$ cat config.mk
export PLATFORM = sky130hd
export DESIGN_NAME = i2c_master_bit_engine
export DESIGN_NICKNAME = d
export VERILOG_FILES = /design/src/hdl/i2cm_pkg.sv /design/src/hdl/i2cm_seq.sv /design/src/hdl/i2cm_rsp_buf.sv /design/src/hdl/i2c_master_bit_engine.sv
export SDC_FILE = /design/constraint.sdc
export NUM_CORES = 1
export LEC_CHECK = 0
export BUFFER_PORTS_ARGS = -buffer_cell sky130_fd_sc_hd__buf_2
export CAP_MARGIN = 0
export CORE_ASPECT_RATIO = 1.1
export CORE_MARGIN = 2
export CORE_UTILIZATION = 52
export DETAILED_ROUTE_END_ITERATION = 10
export GPL_TIMING_DRIVEN = 0
export HOLD_SLACK_MARGIN = 0.05
export MAX_ROUTING_LAYER = met4
export PLACE_DENSITY_LB_ADDON = 0.25
export SYNTH_ARGS = -nofsm -noshare
export SYNTH_HDL_FRONTEND = slang
export SYNTH_SLANG_ARGS = --single-unit
$ cat constraint.sdc
create_clock -name clock -period 4.82 [get_ports clock]
set_input_delay 0.482 -clock clock [delete_from_list [all_inputs] [get_ports clock]]
set_output_delay 0.482 -clock clock [all_outputs]
set_load 0.02 [all_outputs]
$ cat src/hdl/i2cm_pkg.sv
package i2cm_pkg;

   localparam int unsigned CfgWidth = 16;

   localparam logic [CfgWidth-1:0] HALF_PERIOD_RESET = 16'd4;
   localparam logic [CfgWidth-1:0] ACK_TIMEOUT_RESET = 16'd250;

   // configuration register indexes
   localparam logic CSR_HALF_PERIOD = 1'b0;
   localparam logic CSR_ACK_TIMEOUT = 1'b1;

   // item codes
   localparam logic [2:0] MODE_TICK     = 3'd0;
   localparam logic [2:0] MODE_START    = 3'd1;
   localparam logic [2:0] MODE_STOP     = 3'd2;
   localparam logic [2:0] MODE_WRITE    = 3'd3;
   localparam logic [2:0] MODE_READ     = 3'd4;
   localparam logic [2:0] MODE_WAIT_ACK = 3'd5;

   typedef struct packed {
      logic       scl_level;
      logic       sda_level;
      logic       sda_drive;
      logic       busy_res;
      logic       done_res;
      logic [7:0] rx_byte;
      logic       ack_error;
   } result_type;

endpackage

$ cat src/hdl/i2cm_seq.sv
module i2cm_seq (
   input  logic                          clock,
   input  logic                          reset,
   input  logic                          accept,
   input  logic [2:0]                    mode,
   input  logic [7:0]                    tx_byte,
   input  logic                          ack_to_send,
   input  logic                          sda_sample,
   input  logic [i2cm_pkg::CfgWidth-1:0] half_period_ticks,
   input  logic [i2cm_pkg::CfgWidth-1:0] ack_timeout_ticks,
   output i2cm_pkg::result_type          result
);
   import i2cm_pkg::*;

   typedef enum logic [3:0] {
      PH_IDLE, PH_ST1, PH_ST2, PH_SP1, PH_SP2, PH_WA1, PH_WA2, PH_WAP,
      PH_WRA, PH_WRB, PH_WRC, PH_RDL, PH_RDH, PH_AK1, PH_AK2
   } phase_type;

   phase_type           phase_ff, phase_in;
   logic                read_ack_ff, read_ack_in;
   logic [3:0]          bit_index_ff, bit_index_in;
   logic [7:0]          shift_ff, shift_in;
   logic [CfgWidth-1:0] delay_ff, delay_in;
   logic [CfgWidth-1:0] timeout_ff, timeout_in;
   logic                scl_ff, scl_in;
   logic                sda_ff, sda_in;
   logic                drive_ff, drive_in;
   logic                error_ff, error_in;
   logic [7:0]          rx_hold_ff, rx_hold_in;
   logic                done;

   logic [CfgWidth-1:0] load_delay;
   logic [CfgWidth-1:0] delay_dec;
   logic [3:0]          index_inc;
   logic [7:0]          shift_rx;

   assign load_delay = (half_period_ticks == '0) ? CfgWidth'(1) : half_period_ticks;
   assign delay_dec  = (delay_ff != '0) ? delay_ff - CfgWidth'(1) : '0;
   assign index_inc  = bit_index_ff + 4'd1;
   assign shift_rx   = {shift_ff[6:0], sda_sample};

   always_comb begin
      phase_in     = phase_ff;
      read_ack_in  = read_ack_ff;
      bit_index_in = bit_index_ff;
      shift_in     = shift_ff;
      delay_in     = delay_ff;
      timeout_in   = timeout_ff;
      scl_in       = scl_ff;
      sda_in       = sda_ff;
      drive_in     = drive_ff;
      error_in     = error_ff;
      rx_hold_in   = rx_hold_ff;
      done         = 1'b0;

      if (mode != MODE_TICK && phase_ff == PH_IDLE) begin
         bit_index_in = 4'd0;
         delay_in     = load_delay;
         case (mode)
            MODE_START: begin
               scl_in = 1'b1; sda_in = 1'b1; drive_in = 1'b1;
               phase_in = PH_ST1;
            end
            MODE_STOP: begin
               scl_in = 1'b0; sda_in = 1'b0; drive_in = 1'b1;
               phase_in = PH_SP1;
            end
            MODE_WRITE: begin
               shift_in = tx_byte;
               scl_in = 1'b0; sda_in = tx_byte[7]; drive_in = 1'b1;
               phase_in = PH_WRA;
            end
            MODE_READ: begin
               read_ack_in = ack_to_send;
               shift_in = 8'd0;
               scl_in = 1'b0; sda_in = 1'b1; drive_in = 1'b0;
               phase_in = PH_RDL;
            end
            MODE_WAIT_ACK: begin
               error_in = 1'b0;
               timeout_in = '0;
               sda_in = 1'b1; drive_in = 1'b0;
               phase_in = PH_WA1;
            end
            default: begin
               // unused codes leave everything untouched
               bit_index_in = bit_index_ff;
               delay_in     = delay_ff;
            end
         endcase
      end else if (mode == MODE_TICK && phase_ff == PH_WAP) begin
         if (!sda_sample) begin
            scl_in = 1'b0;
            phase_in = PH_IDLE; delay_in = '0; done = 1'b1;
         end else if (timeout_ff >= ack_timeout_ticks) begin
            error_in = 1'b1;
            scl_in = 1'b0; sda_in = 1'b0; drive_in = 1'b1;
            phase_in = PH_SP1; delay_in = load_delay;
         end else begin
            timeout_in = timeout_ff + CfgWidth'(1);
         end
      end else if (mode == MODE_TICK && phase_ff != PH_IDLE) begin
         delay_in = delay_dec;
         if (delay_dec == '0) begin
            delay_in = load_delay;
            case (phase_ff)
               PH_ST1: begin
                  scl_in = 1'b1; sda_in = 1'b0; drive_in = 1'b1;
                  phase_in = PH_ST2;
               end
               PH_ST2: begin
                  scl_in = 1'b0; sda_in = 1'b0; drive_in = 1'b1;
                  phase_in = PH_IDLE; delay_in = '0; done = 1'b1;
               end
               PH_SP1: begin
                  scl_in = 1'b1; sda_in = 1'b1; drive_in = 1'b1;
                  phase_in = PH_SP2;
               end
               PH_WA1: begin
                  scl_in = 1'b1; sda_in = 1'b1; drive_in = 1'b0;
                  phase_in = PH_WA2;
               end
               PH_WA2: begin
                  // polling starts, delay counter left at zero
                  phase_in = PH_WAP; delay_in = '0; timeout_in = '0;
               end
               PH_WRA: begin
                  scl_in = 1'b1; drive_in = 1'b1;
                  phase_in = PH_WRB;
               end
               PH_WRB: begin
                  scl_in = 1'b0; drive_in = 1'b1;
                  phase_in = PH_WRC;
               end
               PH_WRC: begin
                  bit_index_in = index_inc;
                  if (index_inc >= 4'd8) begin
                     phase_in = PH_IDLE; delay_in = '0; done = 1'b1;
                  end else begin
                     scl_in = 1'b0; drive_in = 1'b1;
                     sda_in = shift_ff[3'd7 - index_inc[2:0]];
                     phase_in = PH_WRA;
                  end
               end
               PH_RDL: begin
                  scl_in = 1'b1; sda_in = 1'b1; drive_in = 1'b0;
                  phase_in = PH_RDH;
               end
               PH_RDH: begin
                  shift_in = shift_rx;
                  bit_index_in = index_inc;
                  if (index_inc >= 4'd8) begin
                     rx_hold_in = shift_rx;
                     scl_in = 1'b0; sda_in = !read_ack_ff; drive_in = 1'b1;
                     phase_in = PH_AK1;
                  end else begin
                     scl_in = 1'b0; sda_in = 1'b1; drive_in = 1'b0;
                     phase_in = PH_RDL;
                  end
               end
               PH_AK1: begin
                  scl_in = 1'b1; drive_in = 1'b1;
                  phase_in = PH_AK2;
               end
               PH_AK2: begin
                  scl_in = 1'b0; drive_in = 1'b1;
                  phase_in = PH_IDLE; delay_in = '0; done = 1'b1;
               end
               default: begin
                  // stop tail and anything unexpected end the command
                  phase_in = PH_IDLE; delay_in = '0; done = 1'b1;
               end
            endcase
         end
      end
   end

   always_comb begin
      result.scl_level = scl_in;
      result.sda_level = sda_in;
      result.sda_drive = drive_in;
      result.busy_res  = (phase_in != PH_IDLE);
      result.done_res  = done;
      result.rx_byte   = rx_hold_in;
      result.ack_error = error_in;
   end

   always_ff @(posedge clock) begin
      if (reset) begin
         phase_ff     <= PH_IDLE;
         read_ack_ff  <= 1'b0;
         bit_index_ff <= 4'd0;
         shift_ff     <= 8'd0;
         delay_ff     <= '0;
         timeout_ff   <= '0;
         scl_ff       <= 1'b1;
         sda_ff       <= 1'b1;
         drive_ff     <= 1'b1;
         error_ff     <= 1'b0;
         rx_hold_ff   <= 8'd0;
      end else if (accept) begin
         phase_ff     <= phase_in;
         read_ack_ff  <= read_ack_in;
         bit_index_ff <= bit_index_in;
         shift_ff     <= shift_in;
         delay_ff     <= delay_in;
         timeout_ff   <= timeout_in;
         scl_ff       <= scl_in;
         sda_ff       <= sda_in;
         drive_ff     <= drive_in;
         error_ff     <= error_in;
         rx_hold_ff   <= rx_hold_in;
      end
   end

   a_start_enters: assert property (@(posedge clock) disable iff (reset)
      accept && mode == MODE_START && phase_ff == PH_IDLE |=> phase_ff == PH_ST1)
      else $error("start command did not enter its first phase");

   a_released_high: assert property (@(posedge clock) disable iff (reset)
      !drive_ff |-> sda_ff)
      else $error("released sda not shown high");

   a_idle_no_delay: assert property (@(posedge clock) disable iff (reset)
      phase_ff == PH_IDLE |-> delay_ff == '0)
      else $error("delay counter left running while idle");

   a_index_range: assert property (@(posedge clock) disable iff (reset)
      bit_index_ff <= 4'd8)
      else $error("bit index past eight");

endmodule

$ cat src/hdl/i2cm_rsp_buf.sv
module i2cm_rsp_buf (
   input  logic                 clock,
   input  logic                 reset,
   input  logic                 in_valid,
   input  i2cm_pkg::result_type in_data,
   output logic                 in_stall,
   output logic                 out_valid,
   input  logic                 out_stall,
   output i2cm_pkg::result_type out_data
);
   import i2cm_pkg::*;

   logic       main_valid_ff, main_valid_in;
   logic       skid_valid_ff, skid_valid_in;
   result_type main_ff, main_in;
   result_type skid_ff, skid_in;
   logic       pop;

   assign pop       = main_valid_ff && !out_stall;
   assign in_stall  = skid_valid_ff;
   assign out_valid = main_valid_ff;
   assign out_data  = main_ff;

   always_comb begin
      main_valid_in = main_valid_ff;
      skid_valid_in = skid_valid_ff;
      main_in       = main_ff;
      skid_in       = skid_ff;
      if (pop) begin
         main_valid_in = 1'b0;
      end
      if (skid_valid_ff && pop) begin
         main_in       = skid_ff;
         main_valid_in = 1'b1;
         skid_valid_in = 1'b0;
      end
      if (in_valid && !skid_valid_ff) begin
         if (!main_valid_ff || pop) begin
            main_in       = in_data;
            main_valid_in = 1'b1;
         end else begin
            // output beat still held, park the new one
            skid_in       = in_data;
            skid_valid_in = 1'b1;
         end
      end
   end

   always_ff @(posedge clock) begin
      if (reset) begin
         main_valid_ff <= 1'b0;
         skid_valid_ff <= 1'b0;
      end else begin
         main_valid_ff <= main_valid_in;
         skid_valid_ff <= skid_valid_in;
      end
      main_ff <= main_in;
      skid_ff <= skid_in;
   end

   a_skid_behind_main: assert property (@(posedge clock) disable iff (reset)
      skid_valid_ff |-> main_valid_ff)
      else $error("skid stage holds a beat with the output stage empty");

   a_blocked_to_skid: assert property (@(posedge clock) disable iff (reset)
      in_valid && !skid_valid_ff && main_valid_ff && out_stall |=> skid_valid_ff)
      else $error("beat accepted behind a stalled output was lost");

   a_drain_empty: assert property (@(posedge clock) disable iff (reset)
      pop && !skid_valid_ff && !in_valid |=> !main_valid_ff)
      else $error("output beat repeated after it was taken");

endmodule

$ cat src/hdl/i2c_master_bit_engine.sv
// I2C master bit engine, bit-banged, MSB first.
// req channel: one beat per item, either a tick carrying the sampled SDA level
// (mode tick) or a command (start, stop, write byte, read byte, wait ack).
// Commands that arrive while a command is running are dropped; ticks step the
// running command, each line change being half_period_ticks ticks apart.
// rsp channel: exactly one beat per req beat, in order, with the SCL/SDA
// levels, SDA drive enable, busy, done pulse, last received byte and the
// ack timeout flag as they stand after that item.
// csr port: index 0 half_period_ticks, index 1 ack_timeout_ticks; write only
// while no beat is in flight.
// Results are registered into the rsp register; the whole update of the
// line sequencer sits between the state registers and the rsp register, so
// one item is taken every cycle while req_stall is low.
// When rsp_stall holds, one more req beat is taken into a skid register and
// req_stall then rises until that beat moves on into the rsp register.
// Reset (synchronous, active high) puts the lines at SCL high, SDA high driven,
// idle, and loads the register defaults 4 and 250.
module i2c_master_bit_engine (
   input  logic                          clock,
   input  logic                          reset,
   input  logic                          req_valid,
   output logic                          req_stall,
   input  logic [2:0]                    req_mode,
   input  logic [7:0]                    req_tx_byte,
   input  logic                          req_ack_to_send,
   input  logic                          req_sda_sample,
   output logic                          rsp_valid,
   input  logic                          rsp_stall,
   output logic                          rsp_scl_level,
   output logic                          rsp_sda_level,
   output logic                          rsp_sda_drive,
   output logic                          rsp_busy_res,
   output logic                          rsp_done_res,
   output logic [7:0]                    rsp_rx_byte,
   output logic                          rsp_ack_error,
   input  logic                          csr_write_en,
   input  logic                          csr_index,
   input  logic [i2cm_pkg::CfgWidth-1:0] csr_wdata
);
   import i2cm_pkg::*;

   logic [CfgWidth-1:0] half_period_ff;
   logic [CfgWidth-1:0] ack_timeout_ff;
   logic                accept;
   result_type          step_result;
   result_type          rsp_data;

   assign accept = req_valid && !req_stall;

   always_ff @(posedge clock) begin
      if (reset) begin
         half_period_ff <= HALF_PERIOD_RESET;
         ack_timeout_ff <= ACK_TIMEOUT_RESET;
      end else if (csr_write_en) begin
         case (csr_index)
            CSR_HALF_PERIOD: half_period_ff <= csr_wdata;
            CSR_ACK_TIMEOUT: ack_timeout_ff <= csr_wdata;
            default:         half_period_ff <= half_period_ff;
         endcase
      end
   end

   i2cm_seq u_seq (
      .clock             (clock),
      .reset             (reset),
      .accept            (accept),
      .mode              (req_mode),
      .tx_byte           (req_tx_byte),
      .ack_to_send       (req_ack_to_send),
      .sda_sample        (req_sda_sample),
      .half_period_ticks (half_period_ff),
      .ack_timeout_ticks (ack_timeout_ff),
      .result            (step_result)
   );

   i2cm_rsp_buf u_rsp_buf (
      .clock     (clock),
      .reset     (reset),
      .in_valid  (req_valid),
      .in_data   (step_result),
      .in_stall  (req_stall),
      .out_valid (rsp_valid),
      .out_stall (rsp_stall),
      .out_data  (rsp_data)
   );

   assign rsp_scl_level = rsp_data.scl_level;
   assign rsp_sda_level = rsp_data.sda_level;
   assign rsp_sda_drive = rsp_data.sda_drive;
   assign rsp_busy_res  = rsp_data.busy_res;
   assign rsp_done_res  = rsp_data.done_res;
   assign rsp_rx_byte   = rsp_data.rx_byte;
   assign rsp_ack_error = rsp_data.ack_error;

endmodule
==> impl_metrics.csv, run 1 <==
group,metric,value,unit
finish,fin_util,61.0,%
placed_design,dp_hpwl,14900,µm
setup_path,critPathMaxFanout,10,
clock_tree,clk_pin_slew,60,ps
timing,fin_crit,4200,ps
placed_design,dp_slack,755,ps
placed_design,place_congestion,0.991,
floorplan,std_cell_rows,44,
global_route,grt_use_total,29.2,%
clock_tree,cts_tree,"built",
floorplan,core,13200,µm²
synthesis,synth_edf_count,14,
finish,nets,1014,
synthesis,syn_nets,946,
clock_tree,post_cts_buffers,0,
finish,drive_gt1_share,11.3,%
timing,max-slew-margin-rel,21.7,%
synthesis,synth_cells,890,
synthesis,synth_flop_cell,"dfxtp_1",
synthesis,netlist_area,7020,µm²
drt,vias_per_cell,6.03,
finish,fill_cells,1193,
power_and_ir_drop,vdd_ir_drop_max,0.260,mV
drt,drt_iter0_markers,656,
clock_tree,cts_root_buf,"clkbuf_16",
drt,vias,6833,
setup_path,critical_path_arrival,4530,ps
clock_tree,max-clock-path-buffers,2,
finish,final_common_cell,"nand2_1",
global_route,grt_use_met1,35.6,%
synthesis,ys_warn_count,0,
clock_tree,cts_max_level,4,
power_and_ir_drop,power_leakage,3.11,nW
clock_tree,cts_resized,0,
global_route,grt_pass1_vias,6447,
timing,hold_viol_final,0,
clock_tree,clock_latency,420,ps
placed_design,port_buffers,49,
synthesis,synth.ff_latch_count,123,
setup_path,startpoint_type,"flip-flop",
timing,finalMaxSlewViolations,0,
global_route,grt_pass1_wl,32200,µm
global_route,grt_most_used_layer,"met2",
global_route,overflow,0,
synthesis,seq_area_frac_synth,37.1,%
clock_tree,cts.sinks,123,
timing,rsz0062_at_grt,"no",
timing,tns,0,ps
timing,setup_violations,0,
timing,fin_ws,616,ps
timing,worst_slew_pin_slew,1170,ps
global_route,grt_max_degree,17,
run,cap_violations,0,
global_route,use_met3,6.26,%
global_route,antenna_found_initial,1,
setup_path,critPathKind,"reg2reg",
setup_path,endpoint_kind,"flip-flop",
finish,area_growth,14.9,%
drt,wl_per_cell,17.7,µm
clock_tree,cts_buffers,17,
hold_path,hp-class,"in2reg",
floorplan,die-area,14400,µm²
power_and_ir_drop,powerDensity,409,nW/µm²
drt,drtAntennaViolNets,0,
floorplan,start_util,53.1,%
drt,drc,0,
floorplan,io_pins,51,
clock_tree,ctsHoldBuffers,0,
finish,final_cell_mix,"136 x nand2_1, 109 x dfxtp_1, 94 x a21oi_1",
synthesis,yosysUniqueCellTypes,70,
synthesis,ys_async_sr_fraction,0,%
floorplan,die_y,126,µm
drt,firstDrtPassIters,5,
drt,wirelength,20000,µm
status,status,"finished clean",
floorplan,fp.dieW,115,µm
timing,clock.fmax,238,MHz
global_route,grtUsageMet2,46.6,%
setup_path,required,5150,ps
synthesis,synth_area_per_cell,7.88,µm²
timing,finClkSkew,8.57,ps
timing,fin_crit_sh,87.2,%
## cell usage after synthesis, types with 3 or more instances
cell	number	area (µm²)
nand2_1	136	510
dfxtp_1	109	2180
a21oi_1	94	470
nor2_1	78	293
clkbuf_1	48	180
o21ai_0	45	225
nand3_1	32	160
inv_1	31	116
nor3_1	28	140
mux2i_1	24	240
nor4_1	22	138
ha_1	21	263
xnor2_1	16	140
edfxtp_1	14	420
nand3b_1	14	105
nand2b_1	12	75.1
mux2_2	11	124
nor2b_1	11	68.8
a211oi_1	10	75.1
o21a_1	8	60.1
o31ai_1	8	60.1
or3_1	8	50.1
nand4_1	7	43.8
a211o_1	6	52.6
a21boi_0	5	37.5
a22oi_1	5	37.5
and2_1	5	31.3
nor4b_1	5	43.8
a21o_1	4	30.0
a32oi_1	4	35.0
and3_1	4	25.0
o41ai_1	4	35.0
xor2_1	4	35.0
a22o_1	3	26.3
and4_1	3	26.3
buf_1	3	11.3
buf_2	3	15.0
or2_2	3	18.8
## critical path, stage by stage, from the launching register on
cell and delay, ps:
dfxtp_1 310, clkbuf_1 330, clkbuf_1 450, inv_1 170, nand3_1 180, inv_1 80
ha_1 240, inv_1 90, clkbuf_1 420, nand4_1 190, a2111oi_0 560, a211oi_1 260
clkbuf_1 260, clkbuf_1 290, a211oi_1 290
## sequential cells by signal, indices dropped and copies added, names as in the netlist, 4 cells and up, named ones only
| name | cells |
|---|---|
| ack_timeout_ff | 16 |
| u_seq.shift_ff | 8 |
| u_seq.rx_hold_ff | 8 |
| u_rsp_buf.out_data | 14 |
| u_seq.phase_ff | 4 |
| u_rsp_buf.skid_ff | 14 |
| u_seq.timeout_ff | 16 |
| u_seq.bit_index_ff | 4 |
| u_seq.delay_ff | 16 |
| half_period_ff | 16 |
## power by group
| part | switching (mW) | internal (mW) |
|---|---|---|
| sequential | 0.0513 | 1.10 |
| combinational | 0.562 | 0.303 |
| clock | 0.505 | 0.768 |
| total | 1.12 | 2.18 |
## path summary, 6_finish.rpt
check                            from                   to  slack [ps]  depth (start not counted)
setup / recovery    u_seq.phase_ff[2]    u_seq.delay_ff[4]         620                         14
hold / removal           csr_wdata[1]    ack_timeout_ff[1]         300                          3
setup reg to reg    u_seq.phase_ff[2]    u_seq.delay_ff[4]         620                         14
hold reg to reg   u_seq.rx_hold_ff[0]  u_seq.rx_hold_ff[0]         450                          2
## layer usage
metal | share of wire [%] | vias to the layer above
li1 | - | 3336
met1 | 42 | 3120
met2 | 46 | 314
met3 | 7.7 | 63
met4 | 3.6 | 0
met5 | 0 | -
## metrics by stage
stage / hold WS [ps] / power, mW / std cells / instance area (µm²)
after floorplan: 429 / 1.79 / 890 / 7020
after global placement: 436 / 2.02 / 1100 / 7460
after detailed placement: 443 / 2.02 / 1100 / 7460
after CTS: 295 / 3.29 / 1132 / 8050
after global routing: 309 / 3.46 / 1133 / 8060
final: 301 / 3.29 / 1134 / 8060
## cell type report
class                      count  area, µm²  share of cell area (%)
antenna                        2       5.00                  0.0621
buffer                        55        218                    2.70
clock buffer                  17        425                    5.28
clock inverter                15        165                    2.05
inverter                      31        116                    1.44
multi-input combinational    681       4080                    50.6
sequential                   123       2600                    32.3
tap                          161        201                    2.50
timing repair buffer          49        245                    3.04
## cell families after synthesis
| logic type | count (synthesis) | share of synthesized area [%] |
|---|---|---|
| AOI/OAI and AO/OA | 223 | 19.7 |
| muxes | 37 | 5.83 |
| buffers and inverters | 86 | 4.76 |
| xor gates and xnor gates | 20 | 2.50 |
| and+or+nand+nor | 380 | 26.3 |
| adders and majority gates | 21 | 3.74 |
| DFF | 123 | 37.1 |
(Power assumes the default switching activity.)
==> inputs of run 2 (changes only) <==
--- a/config.mk
+++ b/config.mk
@@ -7,10 +7,10 @@
 export LEC_CHECK = 0
 export BUFFER_PORTS_ARGS = -buffer_cell sky130_fd_sc_hd__buf_2
 export CAP_MARGIN = 0
-export CORE_ASPECT_RATIO = 1.1
 export CORE_MARGIN = 2
 export CORE_UTILIZATION = 52
 export DETAILED_ROUTE_END_ITERATION = 10
+export GPL_ROUTABILITY_DRIVEN = 0
 export GPL_TIMING_DRIVEN = 0
 export HOLD_SLACK_MARGIN = 0.05
 export MAX_ROUTING_LAYER = met4
==> impl_metrics.csv, run 2 (synthesis results as in run 1) <==
group,metric,value,unit
timing,fin_ws,558,ps
placed_design,dp_hpwl,14600,µm
drt,wl_met1,8750,µm
timing,fin_crit,4260,ps
global_route,grt_max_degree,17,
drt,drt_iter0_markers,628,
setup_path,rr_endpoint,"u_seq.delay_ff[4]",
timing,finClkSkew,8.36,ps
hold_path,hp-class,"in2reg",
drt,vias,6915,
clock_tree,post_cts_buffers,0,
setup_path,endpoint_kind,"flip-flop",
setup_path,cpLargestDelayFamily,"buffers and inverters",
drt,drc,0,
drt,vias_per_cell,6.03,
setup_path,crit_chain,"clkbuf_1, clkbuf_1, inv_1, nand3_1, inv_1, ha_1, inv_1, clkbuf_1, nand4_1, a2111oi_0, a211oi_1, clkbuf_1, clkbuf_1, a211oi_1",
clock_tree,cts_buffers,17,
setup_path,ff2ff_path_depth,14,
setup_path,required,5150,ps
drt,wl_met2,9110,µm
timing,worst_slew_pin_slew,1090,ps
clock_tree,clock_latency,430,ps
clock_tree,cts_tree,"built",
clock_tree,clk_pin_slew,60,ps
finish,nets,1014,
timing,setup_violations,0,
floorplan,io_pins,51,
timing,hold_viol_final,0,
timing,rsz0062_at_grt,"no",
global_route,antenna_found_initial,0,
setup_path,cp-endpoint,"u_seq.delay_ff[4]",
clock_tree,cts_resized,0,
setup_path,startpoint_type,"flip-flop",
run,cap_violations,0,
finish,final_cell_mix,"136 x nand2_1, 109 x dfxtp_1, 94 x a21oi_1",
global_route,grt_pass1_wl,33000,µm
timing,finalMaxSlewViolations,0,
floorplan,std_cell_rows,42,
placed_design,dp_slack,750,ps
global_route,grt_pass1_vias,6434,
power_and_ir_drop,vdd_ir_drop_max,0.230,mV
drt,highest-signal-layer,"met4",
clock_tree,cts.sinks,123,
clock_tree,cts_max_level,4,
power_and_ir_drop,powerDensity,418,nW/µm²
setup_path,critPathKind,"reg2reg",
finish,area_growth,15.6,%
finish,drive_gt1_share,11.2,%
setup_path,cp-startpoint,"u_seq.phase_ff[2]",
finish,num_antenna_cells,0,
timing,clock.fmax,235,MHz
clock_tree,ctsHoldBuffers,0,
floorplan,die-area,14400,µm²
setup_path,r2r_slack,560,ps
setup_path,cp_num_buf_inv,8,
floorplan,core,13200,µm²
setup_path,critical_path_arrival,4590,ps
global_route,grt_use_total,30.0,%
timing,max-slew-margin-rel,26.7,%
drt,wl_met3,1840,µm
floorplan,start_util,53.2,%
drt,wl_per_cell,17.7,µm
hold_path,hold_depth,3,
placed_design,port_buffers,49,
setup_path,critPathMaxFanout,10,
setup_path,cp_common_cell,"clkbuf_1",
setup_path,max_stage_delay,550,ps
power_and_ir_drop,power_leakage,3.15,nW
drt,wirelength,20300,µm
status,status,"finished clean",
setup_path,worst_path_max_delay_cell,"a2111oi_0",
clock_tree,max-clock-path-buffers,2,
timing,tns,0,ps
finish,fill_cells,1202,
global_route,overflow,0,
finish,final_common_cell,"nand2_1",
setup_path,rr_startpoint,"u_seq.phase_ff[2]",
timing,fin_crit_sh,88.4,%
setup_path,crit_cells,14,
floorplan,fp.dieW,120,µm
drt,drtAntennaViolNets,0,
clock_tree,cts_root_buf,"clkbuf_16",
drt,firstDrtPassIters,5,
floorplan,die_y,120,µm
[run 2: worst min-delay path, cell delays in order]
cell,delay [ps]
buf_2,90
nand2_1,40
nand3b_1,70
[run 2: cell type report]
class	instances	area [µm²]	area share (%)
plain buffers	55	218	2.68
inverters	31	116	1.43
flip-flops and latches	123	2600	32.1
clock buffers	18	439	5.41
clock inverters	14	193	2.37
well taps	176	220	2.71
repair buffers	49	245	3.02
multi-input cells	681	4080	50.3
[run 2: power breakdown]
| group | internal [mW] | switching (mW) | leakage (nW) |
|---|---|---|---|
| registers | 1.11 | 0.0557 | 1.01 |
| logic | 0.302 | 0.562 | 1.84 |
| clock network | 0.880 | 0.490 | 0.305 |
| total | 2.29 | 1.11 | 3.15 |
[run 2: per-layer routing]
metal  GRT usage, %  vias up
met5              -        -
met4           12.3        0
met3           6.27       52
met1           39.1     3200
met2           45.4      323
li1               -     3340
[run 2: how the worst min path moves through the flow]
stage	start	to	slack (ps)
5_1_grt	csr_wdata[4]	ack_timeout_ff[4]	310
4_1_cts	csr_wdata[4]	ack_timeout_ff[4]	290
3_3_place_gp	u_seq.rx_hold_ff[0]	u_seq.rx_hold_ff[0]	440
2_1_floorplan	u_seq.shift_ff[7]	u_seq.shift_ff[7]	430
6_report	csr_wdata[7]	ack_timeout_ff[7]	300
3_5_place_dp	u_seq.rx_hold_ff[4]	u_seq.rx_hold_ff[4]	440
[run 2: through the flow]
step / area [µm²] / util [%] / std cells / total power, mW / hold slack [ps]
after detailed placement: 7480 / 56.7 / 1115 / 2.02 / 444
after global routing: 8110 / 61.5 / 1147 / 3.54 / 307
after CTS: 8110 / 61.5 / 1147 / 3.38 / 289
after floorplan: 7020 / - / 890 / 1.79 / 429
final: 8110 / 61.5 / 1147 / 3.40 / 300
after global placement: 7480 / 56.7 / 1115 / 2.01 / 436
